===== config.mk =====
export PLATFORM = sky130hd
export DESIGN_NAME = dms_cell
export DESIGN_NICKNAME = d
export VERILOG_FILES = /design/src/hdl/dms_pkg.sv /design/src/hdl/dms_cell.sv
export SDC_FILE = /design/constraint.sdc
export NUM_CORES = 1
export LEC_CHECK = 0
export BUFFER_PORTS_ARGS = -buffer_cell sky130_fd_sc_hd__clkbuf_2
export CORE_MARGIN = 2
export CORE_UTILIZATION = 25
export CTS_CLUSTER_SIZE = 14
export DETAILED_ROUTE_END_ITERATION = 10
export PLACE_DENSITY = 0.5
export SETUP_SLACK_MARGIN = 0.3
export SLEW_MARGIN = 15
export SYNTH_ARGS = -nofsm -noshare
export SYNTH_HDL_FRONTEND = slang
export SYNTH_SLANG_ARGS = --single-unit

===== constraint.sdc =====
create_clock -name clk -period 4 [get_ports clk]
set_clock_uncertainty 0.1 [all_clocks]
set_input_delay 0 -clock clk [delete_from_list [all_inputs] [get_ports clk]]
set_output_delay 0 -clock clk [all_outputs]
set_load 0.05 [all_outputs]

===== src/hdl/dms_pkg.sv =====
// Shared types and constants for the descending merge sorter.
`default_nettype none
package dms_pkg;

  localparam int unsigned ValueWidth = 32;

  typedef struct packed {
    logic signed [ValueWidth-1:0] value;
    logic                         last;
  } in_t;

  typedef struct packed {
    logic signed [ValueWidth-1:0] sorted_value;
    logic                         final_res;
    logic                         overflow;
  } out_t;

  typedef struct packed {
    logic                         ins;
    logic                         shl;
    logic signed [ValueWidth-1:0] value;
  } cell_ctrl_t;

  typedef enum logic [1:0] {
    ST_LOAD  = 2'b01,
    ST_DRAIN = 2'b10
  } state_t;

endpackage
`default_nettype wire


===== src/hdl/dms_cell.sv =====
// One cell of the sorting chain: holds one element and its valid bit.
`default_nettype none
module dms_cell
  import dms_pkg::*;
(
  input  wire logic                         clk,
  input  wire logic                         rst_n,
  input  wire cell_ctrl_t                   ctrl,
  input  wire logic signed [ValueWidth-1:0] left_val,
  input  wire logic                         left_valid,
  input  wire logic                         left_disp,
  input  wire logic signed [ValueWidth-1:0] right_val,
  input  wire logic                         right_valid,
  output logic signed [ValueWidth-1:0]      val,
  output logic                              valid,
  output logic                              disp
);

  logic signed [ValueWidth-1:0] val_r;
  logic signed [ValueWidth-1:0] val_nxt;
  logic                         valid_r;
  logic                         valid_nxt;

  // An element is displaced by a strictly larger newcomer, so equal values keep arrival order.
  assign disp = !valid_r || ($signed(val_r) < $signed(ctrl.value));

  always_comb begin
    val_nxt   = val_r;
    valid_nxt = valid_r;
    if (ctrl.shl) begin
      val_nxt   = right_val;
      valid_nxt = right_valid;
    end else if (ctrl.ins) begin
      if (left_disp) begin
        val_nxt   = left_val;
        valid_nxt = left_valid;
      end else if (disp) begin
        val_nxt   = ctrl.value;
        valid_nxt = 1'b1;
      end
    end
  end

  always_ff @(posedge clk) begin
    if (!rst_n) begin
      valid_r <= 1'b0;
    end else begin
      valid_r <= valid_nxt;
    end
  end

  always_ff @(posedge clk) begin
    val_r <= val_nxt;
  end

  assign val   = val_r;
  assign valid = valid_r;

endmodule
`default_nettype wire


==> results of run 1 <==
[cells in the final DEF (no fill, tap or decap)]
cell type      instances
a211oi_2               1
a21oi_1               15
a22oi_1                2
a31oi_4                1
and2_1                 1
and4_1                 1
buf_4                  3
bufinv_16              1
clkbuf_1               1
clkbuf_2             136
clkbuf_8               5
clkinv_1               1
dfxtp_1                1
dlygate4sd3_1         47
edfxtp_1              32
ha_1                  31
inv_1                 34
mux2i_1               32
nand2_1               45
nand3b_1               1
nand4_1                1
nor2_1                 7
nor3_1                 2
nor3b_2                1
nor4_2                 1
o211ai_1               2
o21ai_0               44
o22ai_1                1
o311ai_1               1
[routing by layer]
metal,share of wire [%],global-route usage [%],vias to the layer above
met5,0,0,-
met4,1.3,3.089,0
met3,6.8,3.650,8
met2,47,22.28,92
met1,45,16.48,1089
li1,-,-,1312
[flip-flops by register name, indices dropped and copies added, names as in the netlist]
signal,flops
val,32
valid,1
[cell families after synthesis]
kind of cell    after synthesis  share of synthesized area, %
compound gates               67                         14.42
simple gates                 60                         10.40
buf+inv                      45                         7.336
flops                        33                         39.40
fa+ha+maj                    31                         15.58
mux                          32                         12.86
[per-stage QoR]
step	instance area [um2]	power (W)	instances	setup slack [ns]
after floorplan	2496	0.0007217	268	0.8448
after global placement	3319	0.0008515	529	1.144
after detailed placement	3319	0.0008568	529	1.106
after CTS	3896	0.001210	584	1.096
after global routing	3896	0.001267	584	0.8560
final	3896	0.001193	584	1.149
[critical path, cell delays in order (launching register included)]
cell	delay (ns)
edfxtp_1	0.40
ha_1	0.32
a21oi_1	0.15
o21ai_0	0.12
a211oi_2	0.27
nand4_1	0.21
a31oi_4	0.60
buf_4	0.37
[power by group]
part,internal (W),leakage (nW),switching (W)
registers,0.000425,0.339,0.0000210
clock network,0.000184,0.0528,0.000123
logic,0.000167,1.61,0.000274
total,0.000775,2.00,0.000418
[worst paths after layout]
check                                        start                 to  cells past startpoint
worst max-delay path             val[19]$_DFFE_PP_  val[20]$_DFFE_PP_                      7
worst min-delay path                   left_val[9]   val[9]$_DFFE_PP_                      3
worst max register to register   val[19]$_DFFE_PP_  val[20]$_DFFE_PP_                      7
worst min register to register  valid$_SDFFE_PN0P_   val[0]$_DFFE_PP_                      3
[synth_stat cells]
cell type,number,area [um2]
nor3_1,2,10.01
and2_1,1,6.260
inv_1,34,127.6
o22ai_1,1,6.260
a21oi_1,15,75.07
a22oi_1,2,15.01
buf_4,3,22.52
mux2i_1,32,320.3
a31oi_1,1,6.260
o211ai_1,2,15.01
a211oi_2,1,12.51
nand2_1,45,168.9
edfxtp_1,32,960.9
nor3b_2,1,12.51
nor2_1,7,26.28
o21ai_0,44,220.2
dfxtp_1,1,20.02
clkbuf_1,6,22.52
o311ai_1,1,8.760
nor4_2,1,12.51
nand4_1,1,6.260
nand3b_1,1,7.510
and4_1,1,8.760
ha_1,31,387.9
buf_2,2,10.01
[layout make-up]
cell class              count  share of cell area (%)
flip-flops and latches     33                   25.18
multi-input cells         190                   34.43
inverters                  34                   3.276
repair buffers            186                   30.12
well taps                 133                   4.271
clock inverters             2                  0.8671
clock buffers               6                   1.863
==> qor.txt, run 1 <==
status = completed
Seq cells post-synth = 33
register area = 980.9 um2
Core Util, Final = 40.05%
actual transition at the worst max-transition pin = 0.6476 ns
Die H = 103.8 um
residual overflow from global routing = 0
RSZ-0062 raised after global routing = no
peak supply drop = 0.1517 mV
Post-DP HPWL = 5502 um
hold slack = 0.001733 ns
Die ar. = 10770 um2
post-route ant nets = 0
IO buf count = 136
gr usage total = 13.09%
vias in the first global route = 2503
CP Class = register to register
Final GP Congestion = 0.8033
synth unique cells = 25
post-CTS sizing = 0
Clock Tree Root = clkbuf_8
fmax = 350.7 MHz
Wirelength per Cell = 12.21 um
Worst-path clk slew = 0.07 ns
layout cells sized above 1 = 33.04%
Die X-Extent = 103.8 um
I/O pin count = 137
required time worst endpoint = 3.87 ns
worst-path fanout max = 17
Leakage = 1.997 nW
drt drc = 0
cell area after synthesis = 2490 um2
power per cell area = 306.3 nW/um2
fin. max-slew vios = 0
Via density = 4.283
initial core utilization = 25.59%
flop-to-flop setup slack = 1.15 ns
Multi-input gate area = 1341 um2
Final setup viols = 0
post-synthesis sequential area ratio = 39.40%
total CTS buffers = 5
crit path DAT = 2.72 ns
maxcap violations = 0
CTS tree = done
worst rel slew slack = 56.83%
Post-Synthesis Cells = 268
Syn Nets = 402
fin crit period = 2.851 ns
cts hold-fix bufs = 47
Worst setup SP type = register
Warnings, synthesis = 0
Area Growth Syn to Fin = 56.48%
Pre-Repair DR Iteration Count = 4
Final Cycle Share = 71.28%
CTS Sinks = 33
Setup crit end kind = register
nets = 584
Core Region = 9729 um2
largest net degree at the start of global routing = 53
antenna violations before repair = 0
Hold WC Path Type = input pin to register
Fill cells = 1021
first-pass GRT wire length = 11350 um
Setup TNS Final = 0 ns
DRT iter0 DRCs = 95
FP Rows = 36
via count = 2501
DRT Wirelength = 7132 um
Setup Buffers After CTS = 0
# diodes = 0
Mapped Avg Cell Area = 9.291 um2
CTS Buffer Depth = 2
clk_lat worst skew = 0.28 ns
final hold vios = 0
H-tree depth = 2
Note: power is estimated with default switching activity, not from simulation.
==> run 2: changes to the inputs <==
clock period = 3 ns   (was 4 ns; I/O delays follow)
==> qor.txt, run 2 (same netlist as run 1, synthesis figures left out) <==
drt drc = 0
maxcap violations = 0
placed cell area = 3347 um2
reg2reg start = val[1]$_DFFE_PP_
via count = 2484
max FFs per register = 32
Post-DP HPWL = 5740 um
largest net degree at the start of global routing = 38
total CTS buffers = 5
CTS Sinks = 33
Worst-path clk slew = 0.07 ns
residual overflow from global routing = 0
fmax = 417.1 MHz
antenna violations before repair = 0
Die H = 103.8 um
CTS Buffer Depth = 2
Final setup viols = 0
# diodes = 0
most common cell after layout, fill and taps aside = clkbuf_2
Hold WC Path Type = input pin to register
hold slack = 0.0002008 ns
required time worst endpoint = 2.86 ns
I/O pin count = 137
Leakage = 1.992 nW
gr usage total = 13.53%
Final GP Congestion = 0.7610
layout cells sized above 1 = 33.63%
actual transition at the worst max-transition pin = 0.6223 ns
clk_lat worst skew = 0.28 ns
worst rel slew slack = 58.52%
Core Region = 9729 um2
power per cell area = 388.5 nW/um2
hold_sp = left_val[30]
DRT Wirelength = 7321 um
CP Class = register to register
fin. max-slew vios = 0
final hold vios = 0
post-CTS sizing = 0
Worst Setup SP = val[1]$_DFFE_PP_
post-route ant nets = 0
FP Rows = 36
RSZ-0062 raised after global routing = no
vias in the first global route = 2541
crit path DAT = 2.26 ns
commonest cells after routing, fill and taps aside = clkbuf_2 (136), dlygate4sd3_1 (46), nand2_1 (45), o21ai_0 (39), inv_1 (34)
H-tree depth = 2
initial core utilization = 25.59%
Setup TNS Final = 0 ns
fin crit period = 2.397 ns
Pre-Repair DR Iteration Count = 4
Core Util, Final = 39.97%
IO buf count = 136
Final Cycle Share = 79.91%
Wirelength per Cell = 12.51 um
final instance area = 3889 um2
nets = 585
peak supply drop = 0.1612 mV
Via density = 4.246
Area Growth Syn to Fin = 56.18%
first-pass GRT wire length = 11800 um
worst-path fanout max = 21
status = completed
Worst setup SP type = register
Setup crit end kind = register
Die X-Extent = 103.8 um
Die ar. = 10770 um2
DRT iter0 DRCs = 66
CTS tree = done
Clock Tree Root = clkbuf_8
[run 2: layer usage]
layer	vias up	wire, um	track usage (%)
li1	1312	-	-
met1	1070	3301	16.51
met2	91	3455	23.75
met3	11	441	3.272
met4	0	123	3.764
met5	-	0	0
[run 2: critical path: stages (launching register included)]
cell and delay, ns:
edfxtp_1 0.43, ha_4 0.19, nor3b_2 0.17, nor2_1 0.07, o311ai_1 0.34, nand4_1 0.22
a31oi_4 0.23, buf_4 0.32
[run 2: timing repair]
item / in CTS / in global routing
hold buffers: 46 / 0
setup endpoints to repair: 0 / 0
buffers inserted: 0 / 0
endpoints found under the hold margin: 33 / 0
[run 2: cell type report]
class	instances	area, um2
fill	1000	5841
multi-input combinational	190	1354
timing repair buffer	187	1179
sequential	33	980.9
tap	133	166.4
inverter	34	127.6
clock buffer	5	68.82
clock inverter	3	12.51
[run 2: per-stage QoR]
stage          total power [W]  cells  worst slack [ns]
2_1_floorplan        0.0009687    268            0.2944
3_3_place_gp          0.001144    531            0.5686
3_5_place_dp          0.001149    531            0.5212
4_1_cts               0.001534    585            0.5116
5_1_grt               0.001611    585            0.3860
6_report              0.001511    585            0.6026
[run 2: power by group]
| group | switching [W] | internal [W] |
|---|---|---|
| registers | 0.0000284 | 0.000566 |
| logic | 0.000368 | 0.000225 |
| clock network | 0.000166 | 0.000156 |
| total | 0.000563 | 0.000948 |
[run 2: worst paths after layout]
path / endpoint / slack (ns) / depth (start not counted)
hold reg to reg: val[18]$_DFFE_PP_ / 1.00 / 4
setup reg to reg: val[5]$_DFFE_PP_ / 0.60 / 7
hold / removal: val[30]$_DFFE_PP_ / 0.0002 / 3
setup / recovery: val[5]$_DFFE_PP_ / 0.60 / 7
==> run 3: changes to the inputs <==
PLACE_DENSITY = 0.52   (was 0.5)
clock period = 2.03 ns   (was 3 ns; I/O delays follow)
==> qor.txt, run 3 (same netlist as run 1, synthesis figures left out) <==
largest net degree at the start of global routing = 49
clk_lat worst skew = 0.28 ns
Switch Pwr = 0.0008770 W
H-tree depth = 2
crit-path cells = ha_4, nand2_4, nor4_4, o311ai_2, nand4_1, a31oi_4, buf_6, buf_12
Final setup viols = 33
total CTS buffers = 5
worst-path fanout max = 12
CP Class = register to register
first-pass GRT wire length = 12520 um
Fill cells = 966
residual overflow from global routing = 0
Die ar. = 10770 um2
final hold vios = 0
Setup crit end = val[1]$_DFFE_PP_
fmax = 439.1 MHz
sequential power share = 36.4%
peak supply drop = 0.2616 mV
nets = 624
DRT Wirelength = 7939 um
Pre-Repair DR Iteration Count = 4
initial core utilization = 25.59%
vias in the first global route = 2697
slowest stage cell, crit path = edfxtp_1
final worst slack = -0.2472 ns
Setup crit end kind = register
CP max stage delay = 0.43 ns
actual transition at the worst max-transition pin = 0.4173 ns
CTS Buffer Depth = 2
antenna violations before repair = 0
Worst Setup SP = val[14]$_DFFE_PP_
required time worst endpoint = 1.97 ns
combinational power share = 45.0%
Multi-input gate area = 1465 um2
register area = 980.9 um2
CTS Sinks = 33
R2R Path End = val[1]$_DFFE_PP_
Worst-path clk slew = 0.07 ns
Final Cycle Share = 112.2%
IO buf count = 136
DRT iter0 DRCs = 102
failing checks = negative setup slack
layout cells sized above 1 = 43.35%
FP Rows = 36
fin crit period = 2.277 ns
post-route ant nets = 0
Clock Tree Root = clkbuf_8
clock share of power = 18.6%
most common cell after layout, fill and taps aside = clkbuf_2
Worst setup SP type = register
commonest cells after routing, fill and taps aside = clkbuf_2 (135), nand2_1 (43), dlygate4sd3_1 (41), buf_4 (41), o21ai_0 (38)
Core Region = 9729 um2
Die X-Extent = 103.8 um
status = finished with violations
fin. max-slew vios = 0
worst rel slew slack = 72.18%
Tot Pwr = 0.002420 W
Wirelength per Cell = 12.76 um
crit path DAT = 2.22 ns
via count = 2680
max FFs per register = 32
maxcap violations = 0
Hold WC Path Type = input pin to register
RSZ-0062 raised after global routing = yes
gr usage total = 14.45%
I/O pin count = 137
Die H = 103.8 um
# diodes = 0
drt drc = 0
Switching Fraction = 36.24%
Leakage = 2.224 nW
Post-DP HPWL = 5749 um
reg2reg start = val[14]$_DFFE_PP_
flop-to-flop setup slack = -0.25 ns
Area Growth Syn to Fin = 75.03%
Core Util, Final = 44.79%
CTS tree = done
power per cell area = 555.3 nW/um2
Final GP Congestion = 0.7456
FF-to-FF path depth = 8
Via density = 4.309
Int Pwr = 0.001543 W
## run 3: cell count changes in the layout (fill, tap and decap cells not counted), sizes merged
cell and change:
clkinv -2, dlygate4sd3 -5, buf +45, clkbuf -1
## run 3: critical path: cells and delay by family (launching register included)
family                   cells  cell delay, ns
AND/OR/NAND/NOR              3            0.60
flip-flops                   1            0.43
adder cells (fa/ha/maj)      1            0.30
AO/OA/AOI/OAI                2            0.30
buffers and inverters        2            0.29
## run 3: power by group through the flow
| stage | clock (W) | sequential [W] | combinational, W |
|---|---|---|---|
| after floorplan | 0 | 0.00113 | 0.000298 |
| after detailed placement | 0 | 0.000894 | 0.000891 |
| after CTS | 0.000471 | 0.000881 | 0.00105 |
| after global placement | 0 | 0.000889 | 0.000881 |
| after global routing | 0.000514 | 0.000889 | 0.00118 |
| final | 0.000451 | 0.000881 | 0.00109 |
## run 3: layout make-up
cell class / instances / area share, %
flip-flops and latches: 33 / 22.51
well taps: 133 / 3.819
clock buffers: 5 / 1.579
clock inverters: 1 / 0.1148
multi-input cells: 190 / 33.62
repair buffers: 226 / 35.43
inverters: 34 / 2.929
## run 3: worst min-delay path by stage
stage,start,depth (start not counted),slack (ns),endpoint
6_report,left_val[6],3,0.007,val[6]$_DFFE_PP_
3_5_place_dp,rst_n,2,0.12,valid$_SDFFE_PN0P_
3_3_place_gp,rst_n,2,0.12,valid$_SDFFE_PN0P_
2_1_floorplan,rst_n,1,0.02,valid$_SDFFE_PN0P_
4_1_cts,left_val[5],3,0.0006,val[5]$_DFFE_PP_
5_1_grt,left_val[29],3,0.02,val[29]$_DFFE_PP_
## run 3: routing by layer
metal	part of all wire (%)	track usage (%)	up-vias
li1	-	-	1392
met1	43	17.41	1202
met2	52	26.63	82
met3	4.5	2.958	4
met4	0.26	2.799	0
met5	0	0	-
## run 3: what timing repair did
item / CTS / global route
cloned: 2 / 0
endpoints found under the hold margin: 33 / 0
resized for setup: 22 / 7
hold buffers: 41 / 0
endpoints found under the setup margin: 33 / 34
pin swaps: 14 / 4
setup buffers: 8 / 7
## run 3: stage by stage
| stage | hold WS [ns] | setup WS (ns) | area [um2] | cells | TNS (ns) |
|---|---|---|---|---|---|
| after global routing | 0.02067 | -0.3427 | 4358 | 622 | -11.06 |
| after detailed placement | 0.1198 | -0.3286 | 3562 | 558 | -10.34 |
| after CTS | 0.0006150 | -0.2416 | 4273 | 615 | -7.555 |
| after global placement | 0.1203 | -0.3283 | 3562 | 558 | -10.33 |
| final | 0.007223 | -0.2472 | 4358 | 622 | -7.837 |
| after floorplan | 0.02171 | -0.6754 | 2517 | 268 | -21.71 |
